[src/rtl/core/tcw_pkg.sv]
package tcw_pkg;

  // item kinds
  localparam logic KIND_PUT  = 1'b0;
  localparam logic KIND_READ = 1'b1;

  // control characters
  localparam logic [7:0] CH_NUL = 8'h00;
  localparam logic [7:0] CH_BS  = 8'h08;
  localparam logic [7:0] CH_TAB = 8'h09;
  localparam logic [7:0] CH_LF  = 8'h0A;
  localparam logic [7:0] CH_CR  = 8'h0D;

  // tab stops every eight columns
  localparam logic [7:0] TAB_STEP = 8'd8;
  localparam logic [7:0] TAB_MASK = 8'hF8;

  // attribute placed in the high byte of a written cell
  localparam logic [15:0] CELL_ATTR = 16'h0700;

  // register indexes, taken from paddr[2]
  localparam logic REG_WIDTH  = 1'b0;
  localparam logic REG_HEIGHT = 1'b1;

  // register reset values
  localparam logic [7:0] WIDTH_RST  = 8'd80;
  localparam logic [5:0] HEIGHT_RST = 6'd25;

  // field widths
  localparam int COL_W   = 7;   // committed cursor column
  localparam int ROW_W   = 5;   // committed cursor row
  localparam int UW_W    = 9;   // clamped line width, at most MAX_COLUMNS
  localparam int UH_W    = 6;   // clamped line count
  localparam int WCOL_W  = 8;   // working column, holds column plus a tab step
  localparam int WROW_W  = 6;   // working row, holds row plus folded rows
  localparam int PA_W    = 15;  // row times width plus column

  // clamped screen geometry
  typedef struct packed {
    logic [UW_W-1:0] width;
    logic [UH_W-1:0] height;
  } tcw_cfg_t;

  // controller to datapath
  typedef struct packed {
    logic accept;        // latch the input word
    logic decode;        // apply the character to the working cursor
    logic put_store;     // write the character cell
    logic wrap_step;     // fold one line of column into the row
    logic scroll_setup;  // size the scroll and park the cursor on the last row
    logic sc_read;       // read the scroll source cell
    logic sc_write;      // write the scroll destination cell
    logic clr_write;     // clear one cell after reset
    logic commit;        // working cursor to cursor registers
    logic capture_read;  // take the read cell
    logic load_out;      // fill the output register
  } tcw_cmd_t;

  // datapath to controller
  typedef struct packed {
    logic is_read;
    logic is_nul;
    logic is_print;
    logic wrap_needed;
    logic scroll_needed;
    logic sc_last;
    logic clr_last;
    logic out_free;
  } tcw_sts_t;

endpackage

[src/rtl/core/tcw_ctrl.sv]
module tcw_ctrl (
  input  logic              clk,
  input  logic              rst_n,
  input  logic              in_valid,
  output logic              in_ready,
  input  tcw_pkg::tcw_sts_t sts,
  output tcw_pkg::tcw_cmd_t cmd
);
  import tcw_pkg::*;

  typedef enum logic [8:0] {
    S_CLEAR    = 9'b000000001,
    S_IDLE     = 9'b000000010,
    S_DECODE   = 9'b000000100,
    S_STORE    = 9'b000001000,
    S_WRAP     = 9'b000010000,
    S_SC_READ  = 9'b000100000,
    S_SC_WRITE = 9'b001000000,
    S_RDWAIT   = 9'b010000000,
    S_DONE     = 9'b100000000
  } state_t;

  state_t state_r;
  state_t state_nxt;

  always_ff @(posedge clk) begin
    if (!rst_n) begin
      state_r <= S_CLEAR;
    end else begin
      state_r <= state_nxt;
    end
  end

  assign in_ready = (state_r == S_IDLE);

  // next state and commands
  always_comb begin
    state_nxt = state_r;
    cmd       = '0;
    case (state_r)
      S_CLEAR: begin
        cmd.clr_write = 1'b1;
        if (sts.clr_last) begin
          state_nxt = S_IDLE;
        end
      end
      S_IDLE: begin
        if (in_valid) begin
          cmd.accept = 1'b1;
          state_nxt  = S_DECODE;
        end
      end
      S_DECODE: begin
        if (sts.is_read) begin
          state_nxt = S_RDWAIT;
        end else if (sts.is_nul) begin
          state_nxt = S_DONE;
        end else begin
          cmd.decode = 1'b1;
          state_nxt  = sts.is_print ? S_STORE : S_WRAP;
        end
      end
      S_STORE: begin
        cmd.put_store = 1'b1;
        state_nxt     = S_WRAP;
      end
      S_WRAP: begin
        if (sts.wrap_needed) begin
          cmd.wrap_step = 1'b1;
        end else if (sts.scroll_needed) begin
          cmd.scroll_setup = 1'b1;
          state_nxt        = S_SC_READ;
        end else begin
          cmd.commit = 1'b1;
          state_nxt  = S_DONE;
        end
      end
      S_SC_READ: begin
        cmd.sc_read = 1'b1;
        state_nxt   = S_SC_WRITE;
      end
      S_SC_WRITE: begin
        cmd.sc_write = 1'b1;
        if (sts.sc_last) begin
          cmd.commit = 1'b1;
          state_nxt  = S_DONE;
        end else begin
          state_nxt = S_SC_READ;
        end
      end
      S_RDWAIT: begin
        cmd.capture_read = 1'b1;
        state_nxt        = S_DONE;
      end
      S_DONE: begin
        if (sts.out_free) begin
          cmd.load_out = 1'b1;
          state_nxt    = S_IDLE;
        end
      end
      default: begin
        state_nxt = S_CLEAR;
      end
    endcase
  end

endmodule

[config.mk]
export PLATFORM = sky130hd
export DESIGN_NAME = tcw_ctrl
export DESIGN_NICKNAME = d
export VERILOG_FILES = /design/src/rtl/core/tcw_pkg.sv /design/src/rtl/core/tcw_ctrl.sv
export SDC_FILE = /design/constraint.sdc
export NUM_CORES = 1
export LEC_CHECK = 0
export BUFFER_PORTS_ARGS = -buffer_cell sky130_fd_sc_hd__buf_4
export CORE_MARGIN = 1.5
export CORE_UTILIZATION = 45
export DETAILED_ROUTE_END_ITERATION = 7
export PLACE_DENSITY = 0.71
export SLEW_MARGIN = 20
export SYNTH_ARGS = -nofsm -noshare
export SYNTH_HDL_FRONTEND = slang
export SYNTH_SLANG_ARGS = --single-unit
[constraint.sdc]
create_clock -name clk -period 4.75 [get_ports clk]
set_clock_uncertainty 0.15 [all_clocks]
set_input_delay 0 -clock clk [delete_from_list [all_inputs] [get_ports clk]]
set_output_delay 0 -clock clk [all_outputs]
set_load 0.02 [all_outputs]
==> impl_metrics.csv <==
group,metric,value,unit
outcome,status,"finished clean",
layout,final_cell_mix,"buf_4 (22), nor2_1 (9), dfxtp_1 (9)",
power,leakagePower,0.434,nW
logic_synthesis,yosysTopAreaCell,"dfxtp_1",
global_route,antenna_found_initial,0,
logic_synthesis,synthCells,97,
global_route,grt_overflow,0,
route,drc_errors,0,
global_route,grt_max_degree,12,
cts,cts_sinks,9,
cts,cts_setup_buffers,0,
logic_synthesis,synth_fa_ha_area_share,0,%
critical_path,required,4810,ps
logic_synthesis,ys_ff_latch,9,
place,place.gp.congestion,0.848,
layout,design_area,990,um^2
die,ios,23,
cts,cts_hold_buf,8,
logic_synthesis,synth_flop_cell,"dfxtp_1",
route,drt-initial-drc-count,29,
global_route,track_usage,21.0,%
global_route,grt_pass1_wl,2.99,mm
timing,max_freq,447,MHz
critical_path,cp-start-kind,"flip-flop",
cts,cts_tree,"yes",
critical_path,crit_path_max_fanout,9,
global_route,grt_pass1_vias,724,
critical_path,cp-startpoint,"state_r[5]$_SDFFE_PN0P_",
die,start_util,49.2,%
layout,regMostFlops,"state_r",
timing,fin_tns_setup,0,ps
route,vias,842,
cts,root_buffer,"clkbuf_4",
critical_path,r2r-start,"state_r[5]$_SDFFE_PN0P_",
flow_run,drv_cap,0,
layout,stdcell_count,138,
layout,areaGrowthSynthToFinish,32.1,%
layout,layout_commonest_cell,"buf_4",
logic_synthesis,syn_avg_cell_area,7.73,um^2
logic_synthesis,synth_fp_nets,108,
timing,maxSlewHeadroom,59.9,%
layout,reg_top3,"state_r: 9 flops",
route,wire_per_inst,13.2,um
critical_path,critical_path_class,"reg2reg",
power,power.total,0.332,mW
die,fp.dieH,43.8,um
place,place_area,883,um^2
cts,cts.repair.resized,0,
layout,nets,134,
timing,slew_viol_final,0,
layout,diodes,0,
logic_synthesis,netlist.area_leader.share,24.0,%
timing,finalHoldViolations,0,
critical_path,end_kind,"flip-flop",
power,ir_drop,0.260,mV
cts,cts_buffer_depth,2,
logic_synthesis,yosys.area_share.xor_xnor,3.51,%
logic_synthesis,synthDistinctLibCells,39,
power,power_density,335,nW/um^2
logic_synthesis,synth-edff-count,0,
route,wl,1.83,mm
logic_synthesis,ys_seq_area_share,24.0,%
die,dieArea,1920,um^2
logic_synthesis,synth_area_leaders,"dfxtp_1 (24%), and3_1 (5.0%), nor3_1 (4.7%), nor2_1 (4.5%), nor4_1 (4.2%)",
timing,period_share,47.1,%
die,die_x,43.8,um
logic_synthesis,async_flop_share,0,%
logic_synthesis,synth_area,749,um^2
route,via_per_inst,6.10,
timing,period_minus_slack,2240,ps
logic_synthesis,synth-compound-area-share,17.0,%
place,numPortBuffers,22,
place,post-place-ws,2780,ps
cts,clock_latency,280,ps
place,place_hpwl,1.33,mm
route,drtPass1Iterations,4,
cts,path_clk_slew,70,ps
timing,setup_ws,2510,ps
logic_synthesis,yosys.area_share.simple,47.1,%
die,core_area,1520,um^2
die,rows,14,
logic_synthesis,synth_mux_area_share,0,%
logic_synthesis,synth_top_family_by_area,"simple AND/OR/NAND/NOR gates",
cts,htreeDepth,1,
route,ant_nets,0,
timing,rsz0062_at_grt,"false",
logic_synthesis,ys_warn_count,0,
min_path,hp-class,"in2reg",
min_path,hp-start,"sts[3]",
place,placed_cells,126,
timing,final-setup-viol-count,0,
critical_path,crit_arrival,2300,ps
layout,largest_reg_flops,9,
cts,cts_made_buffers,3,
layout,drive_gt1_share,24.6,%
timing,tightest_slew,596,ps
synth_stat cells, types with 2 or more instances:
library cell  instances
clkbuf_1              5
nand4_1               2
and4_1                3
nor3_1                7
nor2_1                9
nor3b_1               3
o2111ai_1             2
nor4_1                5
nor2b_1               2
buf_6                 2
o21a_1                2
or3_1                 2
and3_1                6
a21boi_0              2
nand2b_1              3
or2_2                 2
inv_1                 3
buf_2                 2
xor2_1                2
o311ai_0              2
nand2_1               4
and2_1                2
dfxtp_1               9
kinds of logic (layout without fill, tap and decap cells):
| logic type | count (synthesis) | in the layout |
|---|---|---|
| flops | 9 | 9 |
| buf+inv | 12 | 37 |
| xor+xnor | 3 | 3 |
| compound gates | 16 | 16 |
| simple gates | 57 | 57 |
metrics by stage:
step | hold WS (ps) | util (%)
4_1_cts | 47.6 | 64.9
3_5_place_dp | 92.4 | 58.0
3_3_place_gp | 91.5 | 58.0
2_1_floorplan | -66.9 | -
6_report | 38.0 | 64.9
5_1_grt | 102 | 64.9
power breakdown:
group          leakage, nW  total [mW]  internal [mW]  switching [mW]
combinational        0.346       0.158         0.0749          0.0830
sequential          0.0731       0.111         0.0865          0.0244
clock               0.0150      0.0629         0.0325          0.0305
total                0.434       0.332          0.194           0.138
worst max-delay path, cell delays in order (launching register included):
cell and delay (ps):
dfxtp_1 390, nor3_1 510, nand4_1 250, nor2_1 180
and3_1 160, dlygate4sd3_1 530
per-layer routing:
metal	vias up	share of wire, %	wire [um]	GRT usage (%)
li1	416	-	-	-
met1	375	43	786	25.9
met2	45	46	843	33.5
met3	6	7.9	145	1.25
met4	0	2.8	51	16.4
met5	-	0	0	0
path summary, 6_finish.rpt:
check / slack [ps] / cells after the start / to
worst max-delay path: 2510 / 5 / state_r[3]$_SDFFE_PN0P_
worst min-delay path: 40 / 4 / state_r[5]$_SDFFE_PN0P_
worst max register to register: 2510 / 5 / state_r[3]$_SDFFE_PN0P_
worst min register to register: 540 / 2 / state_r[8]$_SDFFE_PN0P_
area by class of cell:
type	instances	area [um^2]
repair buffers	30	245
inverters	3	11.3
clock buffers	4	26.3
flip-flops and latches	9	180
well taps	16	20.0
multi-input cells	76	507
fillers	139	534
(Power assumes the default switching activity.)
