<file path="src/rtl/core/tcw_pkg.sv">
package tcw_pkg;

  // item kinds
  localparam logic KIND_PUT  = 1'b0;
  localparam logic KIND_READ = 1'b1;

  // control characters
  localparam logic [7:0] CH_NUL = 8'h00;
  localparam logic [7:0] CH_BS  = 8'h08;
  localparam logic [7:0] CH_TAB = 8'h09;
  localparam logic [7:0] CH_LF  = 8'h0A;
  localparam logic [7:0] CH_CR  = 8'h0D;

  // tab stops every eight columns
  localparam logic [7:0] TAB_STEP = 8'd8;
  localparam logic [7:0] TAB_MASK = 8'hF8;

  // attribute placed in the high byte of a written cell
  localparam logic [15:0] CELL_ATTR = 16'h0700;

  // register indexes, taken from paddr[2]
  localparam logic REG_WIDTH  = 1'b0;
  localparam logic REG_HEIGHT = 1'b1;

  // register reset values
  localparam logic [7:0] WIDTH_RST  = 8'd80;
  localparam logic [5:0] HEIGHT_RST = 6'd25;

  // field widths
  localparam int COL_W   = 7;   // committed cursor column
  localparam int ROW_W   = 5;   // committed cursor row
  localparam int UW_W    = 9;   // clamped line width, at most MAX_COLUMNS
  localparam int UH_W    = 6;   // clamped line count
  localparam int WCOL_W  = 8;   // working column, holds column plus a tab step
  localparam int WROW_W  = 6;   // working row, holds row plus folded rows
  localparam int PA_W    = 15;  // row times width plus column

  // clamped screen geometry
  typedef struct packed {
    logic [UW_W-1:0] width;
    logic [UH_W-1:0] height;
  } tcw_cfg_t;

  // controller to datapath
  typedef struct packed {
    logic accept;        // latch the input word
    logic decode;        // apply the character to the working cursor
    logic put_store;     // write the character cell
    logic wrap_step;     // fold one line of column into the row
    logic scroll_setup;  // size the scroll and park the cursor on the last row
    logic sc_read;       // read the scroll source cell
    logic sc_write;      // write the scroll destination cell
    logic clr_write;     // clear one cell after reset
    logic commit;        // working cursor to cursor registers
    logic capture_read;  // take the read cell
    logic load_out;      // fill the output register
  } tcw_cmd_t;

  // datapath to controller
  typedef struct packed {
    logic is_read;
    logic is_nul;
    logic is_print;
    logic wrap_needed;
    logic scroll_needed;
    logic sc_last;
    logic clr_last;
    logic out_free;
  } tcw_sts_t;

endpackage

</file>
<file path="src/rtl/core/tcw_cfg.sv">
module tcw_cfg #(
  parameter int MAX_COLUMNS = 128,
  parameter int MAX_LINES   = 32
) (
  input  logic              clk,
  input  logic              rst_n,
  input  logic              psel,
  input  logic              penable,
  input  logic              pwrite,
  input  logic [2:0]        paddr,
  input  logic [31:0]       pwdata,
  output logic [31:0]       prdata,
  output logic              pready,
  output tcw_pkg::tcw_cfg_t cfg
);
  import tcw_pkg::*;

  logic [7:0] width_r;
  logic [5:0] height_r;
  logic       wr_en;

  assign pready = 1'b1;
  assign wr_en  = psel & penable & pwrite & pready;

  // register writes, word index from paddr[2]
  always_ff @(posedge clk) begin
    if (!rst_n) begin
      width_r  <= WIDTH_RST;
      height_r <= HEIGHT_RST;
    end else if (wr_en) begin
      case (paddr[2])
        REG_WIDTH:  width_r  <= pwdata[7:0];
        REG_HEIGHT: height_r <= pwdata[5:0];
        default: ;
      endcase
    end
  end

  // read back
  always_comb begin
    case (paddr[2])
      REG_WIDTH:  prdata = {24'h0, width_r};
      REG_HEIGHT: prdata = {26'h0, height_r};
      default:    prdata = 32'h0;
    endcase
  end

  // clamp to the geometry the store supports
  always_comb begin
    if (width_r < 8'd8) begin
      cfg.width = UW_W'(8);
    end else if (int'(width_r) > MAX_COLUMNS) begin
      cfg.width = UW_W'(MAX_COLUMNS);
    end else begin
      cfg.width = UW_W'(width_r);
    end
    if (height_r == 6'd0) begin
      cfg.height = UH_W'(1);
    end else if (int'(height_r) > MAX_LINES) begin
      cfg.height = UH_W'(MAX_LINES);
    end else begin
      cfg.height = height_r;
    end
  end

endmodule

</file>
<file path="config.mk">
export PLATFORM = sky130hd
export DESIGN_NAME = tcw_cfg
export DESIGN_NICKNAME = d
export VERILOG_FILES = /design/src/rtl/core/tcw_pkg.sv /design/src/rtl/core/tcw_cfg.sv
export SDC_FILE = /design/constraint.sdc
export NUM_CORES = 1
export LEC_CHECK = 0
export BUFFER_PORTS_ARGS = -buffer_cell sky130_fd_sc_hd__clkbuf_2
export CORE_UTILIZATION = 30
export CTS_BUF_LIST = sky130_fd_sc_hd__clkbuf_4 sky130_fd_sc_hd__clkbuf_8 sky130_fd_sc_hd__clkbuf_16
export DETAILED_ROUTE_END_ITERATION = 6
export PLACE_DENSITY = 0.76
export SYNTH_ARGS = -nofsm -noshare
export SYNTH_HDL_FRONTEND = slang
export SYNTH_SLANG_ARGS = --single-unit
</file>
<file path="constraint.sdc">
create_clock -name clk -period 1.4 [get_ports clk]
set_clock_uncertainty 0.1 [all_clocks]
set_input_delay 0.21 -clock clk [delete_from_list [all_inputs] [get_ports clk]]
set_output_delay 0.21 -clock clk [all_outputs]
set_load 0.01 [all_outputs]
</file>
==> results.rst <==
.. list-table::
   :header-rows: 1

   * - Metric
     - Value
   * - Outcome
     - complete, but fails checks
   * - Violated checks
     - setup timing
   * - # nets final
     - 198
   * - Max Transition Viols Final
     - 0
   * - Worst slack after detailed placement
     - -0.0529 ns
   * - Power per cell area
     - 673 nW/µm²
   * - Setup slack of the worst register-to-register path
     - 0.55 ns
   * - Width of the die
     - 59.0 µm
   * - Flip-flop and latch count after synthesis
     - 14
   * - Post-Synthesis Cell Area
     - 973 µm²
   * - Switching fraction of total power
     - 26.6%
   * - PortBufs
     - 35
   * - GP Congestion
     - 0.750
   * - Top-level I/O count
     - 88
   * - Worst Setup SP
     - height_r[4]
   * - Leading post-synthesis cells by cell area
     - dfxtp_1 (29%), buf_4 (21%), mux2i_1 (14%), nor2b_1 (12%), nand2_1 (6.2%)
   * - Worst setup SP type
     - flop
   * - Worst flop-to-flop path startpoint
     - height_r[4]
   * - DRT iter0 DRCs
     - 19
   * - Floorplan row count
     - 20
   * - Layout cells sized above 1
     - 44.6%
   * - Residual DRC
     - 0
   * - Clock H-tree levels
     - 1
   * - Sw power
     - 0.230 mW
   * - Worst vdd rail ir drop
     - 364 µV
   * - Shortest clock period the worst path allows after layout
     - 1.70 ns
   * - Critical R2R Capture
     - height_r[4]
   * - Largest area contributor in the synthesized netlist
     - dfxtp_1
   * - Buffers and inverters on the worst path
     - 1
   * - Crit Path Category
     - reg2out
   * - Combinational share of power
     - 19.3%
   * - Vias per inst
     - 4.11
   * - Share of power burned in the clock network
     - 32.6%
   * - TritonCTS clock tree
     - done
   * - Via count of the first global-routing pass
     - 717
   * - Fillers
     - 330
   * - Achievable clock frequency
     - 588 MHz
   * - Top fanout value on the critical path
     - 2
   * - Via Count
     - 827
   * - Fraction of the yosys area taken by sequential cells
     - 28.8%
   * - Cell count after synthesis
     - 116
   * - Cell family with most CP delay
     - simple AND/OR/NAND/NOR gates
   * - Maximum clock path buffer count
     - 2
   * - Data required time of the critical path
     - 1.09 ns
   * - Final HPWL from detailed placement
     - 1600 µm
   * - Core Box Area
     - 3080 µm²
   * - Clock Sinks
     - 14
   * - Internal power component
     - 0.633 mW
   * - Fraction of the core area covered by cells at the end of the flow
     - 41.6%
   * - Global-route wire length before repair
     - 3130 µm
   * - Yosys warns
     - 0
   * - Clk pin slew, worst setup/hold paths
     - 0.09 ns
   * - Clock latency reported for the late side of the worst-skew pair
     - 0.26 ns
   * - Yosys top cell area share
     - 28.8%
   * - Global Route Usage Sum
     - 11.8%
   * - Global route total overflow
     - 0
   * - Post-detailed-placement cell area
     - 1150 µm²
   * - Number of endpoints failing setup at the final stage
     - 6
   * - Delay contributed by the slowest stage of the critical path
     - 0.53 ns
   * - Total power
     - 0.863 mW
   * - Avg WL per Cell
     - 10.3 µm
   * - Number of diodes
     - 0
   * - Final hold slack
     - 0.0593 ns
   * - Period utilization
     - 122%
   * - Max Cap Violations
     - 0
   * - Synthesis-to-layout area growth
     - 31.6%
   * - Sequential share of power
     - 48.1%
   * - Pre-Repair DR Iteration Count
     - 4
   * - Wire length after detailed routing
     - 2080 µm
   * - Number of CTS-inserted buffers
     - 3
   * - CP max-delay cell
     - or4_4
   * - Number of antenna violations at the first check in global routing
     - 0
   * - Hold Vio Cnt, Final
     - 0
   * - Cell at the root of the clock tree
     - clkbuf_4
   * - Setup TNS
     - -0.823 ns
   * - Overall die area
     - 3480 µm²
   * - Final non-filler cell area
     - 1280 µm²
   * - Synthesized area per cell
     - 8.39 µm²
   * - Ordered list of cells on the worst path
     - or4_4 > a21oi_2 > buf_2
   * - Y dimension of the die
     - 59.0 µm
   * - Cells on worst reg2reg path
     - 3
   * - Inst Count DP
     - 195
   * - Lkg Pwr
     - 0.635 nW
   * - Class of the tightest hold or removal check
     - in2reg
   * - Starting Density
     - 31.6%
   * - Number of unique standard cell types used by synthesis
     - 19
   * - Setup ws final
     - -0.302 ns
   * - Arr. time, crit path
     - 1.39 ns
   * - Pin count of the biggest net entering global routing
     - 14
   * - Critical path endpoint
     - cfg[0]
   * - Critical Path Stages
     - 3
   * - Cell Count, Final, Fillers Out
     - 201
   * - Type of element capturing the critical path
     - output pin
   * - Setup repair after global routing missed its margin
     - yes
   * - Count of nets left with antenna violations after detail routing
     - 0
[Yosys cell counts]
library cell,count
clkbuf_1,5
nand2_1,16
nor3b_1,3
or3_1,1
dfxtp_1,14
inv_1,2
and4_1,1
or4_1,1
conb_1,2
and4b_1,1
mux2i_1,14
o21ai_0,1
mux2_2,5
buf_2,1
nand4_1,1
nor2b_1,18
buf_4,27
nor4_1,1
a21oi_1,2
[how the worst min path moves through the flow]
stage | start | slack (ns) | depth (start not counted) | to
5_1_grt | pwdata[7] | 0.05 | 3 | width_r[7]
2_1_floorplan | pwdata[0] | 0.25 | 2 | width_r[0]
6_report | pwdata[7] | 0.06 | 3 | width_r[7]
3_5_place_dp | pwdata[7] | 0.36 | 3 | width_r[7]
3_3_place_gp | pwdata[7] | 0.35 | 3 | width_r[7]
4_1_cts | pwdata[7] | 0.06 | 3 | width_r[7]
[layout make-up]
class	instances	area (µm²)	share of cell area, %
Tap cell	44	55.1	4.30
Clock buffer	4	36.3	2.83
Multi-Input combinational cell	91	589	46.0
Sequential cell	14	297	23.1
Timing Repair Buffer	46	297	23.1
Inverter	2	7.51	0.586
[sequential cells by signal (all words and copies together) (netlist names)]
signal / count
width_r: 8
height_r: 6
[kinds of logic (layout without fill, tap and decap cells)]
family | Yosys count | after routing | share of synthesized area [%]
multiplexers | 19 | 19 | 20.2
buffers and inverters | 35 | 52 | 24.0
AND/OR/NAND/NOR | 43 | 43 | 24.7
AO/OA/AOI/OAI | 3 | 3 | 1.54
flip-flops | 14 | 14 | 28.8
other | 2 | 26 | 0.771
[what timing repair did]
action	CTS	global route
setup endpoints to repair	10	12
hold buffers	0	0
endpoints found under the hold margin	0	0
setup buffers	2	2
resized for setup	21	14
pin swaps	6	0
[layer usage]
layer / up-vias / global-route usage (%) / share of wire, %
met2: 43 / 19.8 / 46
met3: 0 / 1.98 / 7.0
met1: 377 / 15.9 / 47
met5: - / 0 / 0
met4: 0 / 2.38 / 0
li1: 407 / - / -
[worst reg2reg max path, stage by stage (launching register included)]
cell,delay (ns)
dfxtp_2,0.33
buf_4,0.14
nor2b_1,0.10
mux2i_1,0.07
[cell usage in the layout (no fill, tap or decap)]
cell type  instances
mux2_4             3
nor2b_1           18
or4_4              1
or3_1              1
o21ai_1            1
a21oi_1            1
buf_6              5
clkbuf_8           1
dfxtp_2            7
clkbuf_2          28
mux2i_1           14
nor3b_2            3
and4_1             1
inv_1              2
nand4_1            1
buf_4              8
conb_1            26
nand2_1           16
dfxtp_4            2
a21oi_2            1
clkbuf_4           3
mux2_2             2
dfxtp_1            5
nor4_2             1
and4b_1            1
buf_12             1
buf_2              4
[power by group through the flow]
stage | logic, mW | registers, mW | clock network (mW)
after floorplan | 0.152 | 0.422 | 0
after global placement | 0.154 | 0.424 | 0
after detailed placement | 0.157 | 0.425 | 0
after CTS | 0.164 | 0.417 | 0.288
after global routing | 0.184 | 0.416 | 0.311
final | 0.166 | 0.415 | 0.282
No activity file was read; power rests on OpenSTA's default activity.
